## src/rtl/core/sha256c_pkg.sv

```systemverilog
// ----------------------------------------------------------------------------
// sha256c_pkg
// shared types, constants and rotr for the sha-256 compression rounds
// ----------------------------------------------------------------------------
package sha256c_pkg;

  localparam int unsigned WordWidth = 32;
  localparam int unsigned HashWords = 8;
  localparam int unsigned Rounds    = 64;

  typedef logic [WordWidth-1:0]                 word_t;
  typedef logic [$clog2(Rounds)-1:0]            round_t;
  typedef logic [$clog2(HashWords)-1:0]         pos_t;
  // element 0 is a / H0
  typedef logic [HashWords-1:0][WordWidth-1:0]  hash_t;

  localparam pos_t   LastPos   = pos_t'(HashWords - 1);
  localparam round_t LastRound = round_t'(Rounds - 1);

  localparam hash_t InitialHash = {
    32'h5be0cd19, 32'h1f83d9ab, 32'h9b05688c, 32'h510e527f,
    32'ha54ff53a, 32'h3c6ef372, 32'hbb67ae85, 32'h6a09e667
  };

  localparam word_t RoundConst [Rounds] = '{
    32'h428a2f98, 32'h71374491, 32'hb5c0fbcf, 32'he9b5dba5,
    32'h3956c25b, 32'h59f111f1, 32'h923f82a4, 32'hab1c5ed5,
    32'hd807aa98, 32'h12835b01, 32'h243185be, 32'h550c7dc3,
    32'h72be5d74, 32'h80deb1fe, 32'h9bdc06a7, 32'hc19bf174,
    32'he49b69c1, 32'hefbe4786, 32'h0fc19dc6, 32'h240ca1cc,
    32'h2de92c6f, 32'h4a7484aa, 32'h5cb0a9dc, 32'h76f988da,
    32'h983e5152, 32'ha831c66d, 32'hb00327c8, 32'hbf597fc7,
    32'hc6e00bf3, 32'hd5a79147, 32'h06ca6351, 32'h14292967,
    32'h27b70a85, 32'h2e1b2138, 32'h4d2c6dfc, 32'h53380d13,
    32'h650a7354, 32'h766a0abb, 32'h81c2c92e, 32'h92722c85,
    32'ha2bfe8a1, 32'ha81a664b, 32'hc24b8b70, 32'hc76c51a3,
    32'hd192e819, 32'hd6990624, 32'hf40e3585, 32'h106aa070,
    32'h19a4c116, 32'h1e376c08, 32'h2748774c, 32'h34b0bcb5,
    32'h391c0cb3, 32'h4ed8aa4a, 32'h5b9cca4f, 32'h682e6ff3,
    32'h748f82ee, 32'h78a5636f, 32'h84c87814, 32'h8cc70208,
    32'h90befffa, 32'ha4506ceb, 32'hbef9a3f7, 32'hc67178f2
  };

  // status from the digest buffer back to the round control
  typedef struct packed {
    logic free;   // buffer can take a new digest this cycle
  } buf_status_t;

  function automatic word_t rotr(input word_t x, input int unsigned n);
    rotr = (x >> n) | (x << (WordWidth - n));
  endfunction

endpackage

```

## src/rtl/core/sha256_compression_rounds.sv

```systemverilog
// ----------------------------------------------------------------------------
// sha256_compression_rounds
// sha-256 compression, one round per schedule word, digest out per chunk
// ----------------------------------------------------------------------------
//
//  channel | ports                                        | direction
//  --------+----------------------------------------------+----------
//  in      | in_valid, in_stall, schedule_word, new_message | into block
//  out     | out_valid, out_stall, digest_word,            | out of block
//          | word_position, last_word                      |
//
//  one schedule word is taken per cycle, but in_stall holds the input while
//  the 256-bit chain add after round 63 is pending; a word goes into an input
//  register and runs its round once no chain add is pending; the eight digest
//  words leave one per cycle while out_stall is low from a shift buffer, so an
//  output stall only holds the input once a further chain add finds it full
//  synchronous reset clears control, sets the chain value to the initial hash
// ----------------------------------------------------------------------------
module sha256_compression_rounds (
  input  logic        clk,
  input  logic        rst,
  input  logic        in_valid,
  output logic        in_stall,
  input  logic [31:0] schedule_word,
  input  logic        new_message,
  output logic        out_valid,
  input  logic        out_stall,
  output logic [31:0] digest_word,
  output logic [2:0]  word_position,
  output logic        last_word
);
  import sha256c_pkg::*;

  // input register
  logic  s1_valid;
  word_t s1_word;
  logic  s1_fresh;

  // round state
  hash_t  chain;
  hash_t  work;
  round_t round;
  logic   fold_pending;   // round 63 done, chain add still to come

  hash_t       round_src;
  hash_t       round_res;
  hash_t       chain_sum;
  logic        advance;
  logic        fold;
  logic        in_take;
  buf_status_t buf_status;

  // a word may run its round unless the chain add is still waiting
  assign advance  = s1_valid && !fold_pending;
  assign in_stall = s1_valid && fold_pending;
  assign in_take  = in_valid && !in_stall;
  assign fold     = fold_pending && buf_status.free;

  always_ff @(posedge clk) begin
    if (rst) begin
      s1_valid <= 1'b0;
    end else if (in_take) begin
      s1_valid <= 1'b1;
    end else if (advance) begin
      s1_valid <= 1'b0;
    end
  end

  always_ff @(posedge clk) begin
    if (in_take) begin
      s1_word  <= schedule_word;
      s1_fresh <= new_message;
    end
  end

  // round 0 loads a..h from the chain value, or the initial hash on a new message
  always_comb begin
    if (round == '0) begin
      round_src = s1_fresh ? InitialHash : chain;
    end else begin
      round_src = work;
    end
  end

  sha256c_round u_round (
    .vars      (round_src),
    .sched     (s1_word),
    .kconst    (RoundConst[round]),
    .vars_next (round_res)
  );

  always_comb begin
    for (int i = 0; i < HashWords; i++) begin
      chain_sum[i] = chain[i] + work[i];
    end
  end

  always_ff @(posedge clk) begin
    if (rst) begin
      round        <= '0;
      fold_pending <= 1'b0;
      chain        <= InitialHash;
    end else begin
      if (advance) begin
        round <= round + round_t'(1);
        if (round == LastRound) begin
          fold_pending <= 1'b1;
        end
        if (round == '0 && s1_fresh) begin
          chain <= InitialHash;
        end
      end else if (fold) begin
        fold_pending <= 1'b0;
        chain        <= chain_sum;
      end
    end
  end

  always_ff @(posedge clk) begin
    if (advance) begin
      work <= round_res;
    end
  end

  sha256c_digest_out u_digest_out (
    .clk           (clk),
    .rst           (rst),
    .load          (fold),
    .digest        (chain_sum),
    .status        (buf_status),
    .out_valid     (out_valid),
    .out_stall     (out_stall),
    .digest_word   (digest_word),
    .word_position (word_position),
    .last_word     (last_word)
  );

endmodule

```

## src/rtl/core/sha256c_round.sv

```systemverilog
// ----------------------------------------------------------------------------
// sha256c_round
// one sha-256 round: t1, t2 and the rotation of the working words
// ----------------------------------------------------------------------------
module sha256c_round (
  input  sha256c_pkg::hash_t vars,
  input  sha256c_pkg::word_t sched,
  input  sha256c_pkg::word_t kconst,
  output sha256c_pkg::hash_t vars_next
);
  import sha256c_pkg::*;

  word_t s1, ch, s0, maj, t1, t2;

  always_comb begin
    s1  = rotr(vars[4], 6) ^ rotr(vars[4], 11) ^ rotr(vars[4], 25);
    ch  = (vars[4] & vars[5]) ^ (~vars[4] & vars[6]);
    t1  = vars[7] + s1 + ch + kconst + sched;
    s0  = rotr(vars[0], 2) ^ rotr(vars[0], 13) ^ rotr(vars[0], 22);
    maj = (vars[0] & vars[1]) ^ (vars[0] & vars[2]) ^ (vars[1] & vars[2]);
    t2  = s0 + maj;

    vars_next[7] = vars[6];
    vars_next[6] = vars[5];
    vars_next[5] = vars[4];
    vars_next[4] = vars[3] + t1;
    vars_next[3] = vars[2];
    vars_next[2] = vars[1];
    vars_next[1] = vars[0];
    vars_next[0] = t1 + t2;
  end

endmodule

```

## src/rtl/core/sha256c_digest_out.sv

```systemverilog
// ----------------------------------------------------------------------------
// sha256c_digest_out
// holds one finished digest and shifts it out a word at a time
// ----------------------------------------------------------------------------
module sha256c_digest_out (
  input  logic                        clk,
  input  logic                        rst,
  input  logic                        load,
  input  sha256c_pkg::hash_t          digest,
  output sha256c_pkg::buf_status_t    status,
  output logic                        out_valid,
  input  logic                        out_stall,
  output sha256c_pkg::word_t          digest_word,
  output logic [2:0]                  word_position,
  output logic                        last_word
);
  import sha256c_pkg::*;

  hash_t words;
  pos_t  pos;
  logic  busy;
  logic  take;

  assign take        = busy && !out_stall;
  assign status.free = !busy || (take && pos == LastPos);

  always_ff @(posedge clk) begin
    if (rst) begin
      busy <= 1'b0;
      pos  <= '0;
    end else if (load) begin
      busy <= 1'b1;
      pos  <= '0;
    end else if (take) begin
      pos <= pos + pos_t'(1);
      if (pos == LastPos) begin
        busy <= 1'b0;
      end
    end
  end

  // payload shift register, no reset needed
  always_ff @(posedge clk) begin
    if (load) begin
      words <= digest;
    end else if (take) begin
      for (int i = 0; i < HashWords - 1; i++) begin
        words[i] <= words[i+1];
      end
    end
  end

  assign out_valid     = busy;
  assign digest_word   = words[0];
  assign word_position = pos;
  assign last_word     = (pos == LastPos);

endmodule
```

## config.mk

```make
export PLATFORM = sky130hd
export DESIGN_NAME = sha256_compression_rounds
export DESIGN_NICKNAME = d
export VERILOG_FILES = /design/src/rtl/core/sha256c_pkg.sv /design/src/rtl/core/sha256_compression_rounds.sv /design/src/rtl/core/sha256c_round.sv /design/src/rtl/core/sha256c_digest_out.sv
export SDC_FILE = /design/constraint.sdc
export NUM_CORES = 2
export LEC_CHECK = 0
export BUFFER_PORTS_ARGS = -buffer_cell sky130_fd_sc_hd__buf_4
export CORE_UTILIZATION = 60
export DETAILED_ROUTE_END_ITERATION = 8
export PLACE_DENSITY = 0.76
export SLEW_MARGIN = 10
export SYNTH_ARGS = -nofsm -noshare
export SYNTH_HDL_FRONTEND = slang
export SYNTH_HIERARCHICAL = 1
export SYNTH_SLANG_ARGS = --single-unit
```

## constraint.sdc

```tcl
create_clock -name clk -period 11.4 [get_ports clk]
set_clock_uncertainty 0.2 [all_clocks]
set_input_delay 1.14 -clock clk [delete_from_list [all_inputs] [get_ports clk]]
set_output_delay 1.14 -clock clk [all_outputs]
set_load 0.005 [all_outputs]
```

==> impl_metrics.py <==
metrics = {
    "yosys": {
        "synth.top_cells.by_count": "nand2_1 (725), edfxtp_1 (545), ha_1 (365)",
        "synth_seq_area_share": 0.373,
        "yosysTopAreaCellShare": 0.281,
        "synthesis.instances": 6088,
        "synth_fp_nets": 6623,
        "yosys.area.top_type": "edfxtp_1",
        "synth_async_sr_flop_share": 0,
        "synth_seq_cells": 813,
        "avg_cell_area_syn_um2": 9.58,
        "ys.flop_type": "edfxtp_1",
        "syn_area_um2": 58300,
        "synth_edf_count": 545,
        "yosysMostFrequentCell": "nand2_1",
        "synthDistinctLibCells": 93,
        "number_of_warnings_issued_by_yosys": 6,
        "ys_top_cells_by_area": "edfxtp_1 (28%), dfxtp_1 (9.2%), ha_1 (7.8%)",
    },
    "clocking": {
        "h_tree_depth": 3,
        "ctsResizeCount": 0,
        "clkSinkCount": 813,
        "path_clk_slew_ns": 0.06,
        "post_cts_buffers": 0,
        "tritoncts": "done",
        "clk_buf_depth": 3,
        "post_cts_hold_buffer_count": 0,
        "clock_latency_late_sink_ns": 0.69,
        "inserted_clock_buffers": 92,
        "clk_root_buffer_cell": "clkbuf_16",
    },
    "die": {
        "fp.coreArea_um2": 95600,
        "die_area_um2": 98500,
        "die_height_um": 314,
        "top_level_ports": 75,
        "die_w_um": 314,
        "initial_core_util": 0.610,
        "floorplan.rows": 113,
    },
    "sta": {
        "rsz_0062_raised_after_global_routing": "false",
        "total_negative_slack_for_setup_checks_ns": 0,
        "max_clock_freq_ghz": 0.104,
        "report.final.setup_viol": 0,
        "slew_headroom": 0.218,
        "fin_ws_ns": 1.83,
        "worstMarginPinSlew_ns": 1.17,
        "final_max_slew_viol_count": 0,
        "timing.final.crit_share": 0.840,
        "final_layout_worst_hold_slack_ns": 0.285,
        "report.final.hold_viol_count": 0,
        "finalWorstPathRequiredPeriod_ns": 9.57,
    },
    "layout": {
        "antennaDiodeCount": 0,
        "post_route_cells_drive_above_1_share": 0.102,
        "num-nets-final": 6356,
        "areaGrowthSynthToFinish_pct": 5.41,
    },
    "flow_run": {
        "cap_viol_max_count": 0,
    },
    "critical_path": {
        "critPathKind": "register to register",
        "worst_path_max_delay_cell": "fa_1",
        "crit_path_max_incr_delay_ns": 0.52,
        "cp-start-kind": "register",
        "timing.critical_path.fanout_max": 59,
        "worst-endpoint-arrival_ns": 9.78,
        "worstReg2RegStart": "round[0]",
        "worst_setup_path_end_kind": "register",
        "crit_path_start": "round[0]",
        "required_ns": 11.61,
    },
    "drt": {
        "via_count": 46300,
        "route.met3.wl_mm": 14.9,
        "remaining_drc_errors": 0,
        "route.final.wire_length_mm": 182,
        "route.detailed.vias_per_inst": 6.46,
        "detailedRoute.firstPassIterationCount": 6,
        "detail_route.iter0.violations": 5179,
        "ant_nets": 0,
        "routedWlPerCell_um": 25.3,
        "dr_wl_met2_mm": 82.5,
        "top_signal_layer_used": "met4",
        "routedLengthMet1_mm": 74.5,
    },
    "placement": {
        "placement.setup.worst_slack_ns": 2.05,
        "hpwl_mm": 129,
        "gp_routability_congestion": 0.982,
        "input_output_buffers": 74,
    },
    "global_route": {
        "grt_start_max_net_pins": 128,
        "grt_first_pass_wirelength_mm": 274,
        "antenna_found_initial": 0,
        "first_global_vias": 45500,
        "grt_usage": 0.364,
        "grt-ovfl-total": 0,
    },
    "status": {
        "outcome": "complete, no violations",
    },
    "min_path": {
        "holdCritPathClass": "register to register",
        "worst_hold_startpoint": "chain[60]",
    },
}
## layout by cell type, fill, tap and decap left out, drive strengths merged, types with 165 or more instances in the layout
master / count
a21o: 225
a21oi: 357
buf: 165
dfxtp: 268
edfxtp: 545
ha: 365
inv: 340
mux2: 237
nand2: 725
nor2: 274
o21ai: 372
xnor2: 328
## metal layers
layer  global-route usage  up-vias
li1                     -    21100
met1                0.484    22400
met2                0.585     2296
met3               0.0474      465
met4                0.182        0
met5                    0        -
## sequential cells by signal (all words and copies together), names as in the netlist
name / flops
chain: 256
work: 256
u_digest_out/words: 224
s1_word: 32
u_digest_out/digest_word: 32
round: 6
u_digest_out/word_position: 3
fold_pending: 1
s1_fresh: 1
s1_valid: 1
u_digest_out/out_valid: 1
## worst paths after layout
check | depth (start not counted) | endpoint | slack, ns
worst max-delay path | 34 | work[30] | 1.83
worst min-delay path | 1 | chain[60] | 0.29
worst max register to register | 34 | work[30] | 1.83
worst min register to register | 1 | chain[60] | 0.29
## kinds of logic (layout without fill, tap and decap cells)
logic type,after synthesis,in the layout,share of synthesized area
AND/OR/NAND/NOR,1547,1547,0.124
multiplexers,267,267,0.0509
AO/OA/AOI/OAI,1618,1618,0.182
flip-flops,813,813,0.373
buffers and inverters,862,672,0.0730
XOR/XNOR,462,462,0.0697
adder cells (fa/ha/maj),519,519,0.128
## metrics by stage
stage / utilization / cell area (um^2) / cells
final: 0.643 / 61500 / 7163
after global routing: 0.643 / 61500 / 7163
after CTS: 0.643 / 61500 / 7163
after detailed placement: 0.610 / 58300 / 6992
after global placement: 0.610 / 58300 / 6992
after floorplan: - / 58300 / 6088
## critical path, delay by kind of cell (launching register included)
family / cells / cell delay, ns
compound gates: 15 / 3.14
fa+ha+maj: 7 / 2.85
simple gates: 5 / 0.99
xor+xnor: 4 / 0.98
buf+inv: 3 / 0.78
flops: 1 / 0.31
## final cells by class
type / count / area (um^2)
multi-input combinational: 4413 / 32400
clock buffer: 119 / 2550
sequential: 813 / 21700
tap: 1265 / 1580
inverter: 336 / 1270
clock inverter: 52 / 623
timing repair buffer: 165 / 1290
fill: 7788 / 34100
Power is left out: the tool's default activity adds up to more than one toggle a clock period on the data nets, which glitch-free logic cannot reach.
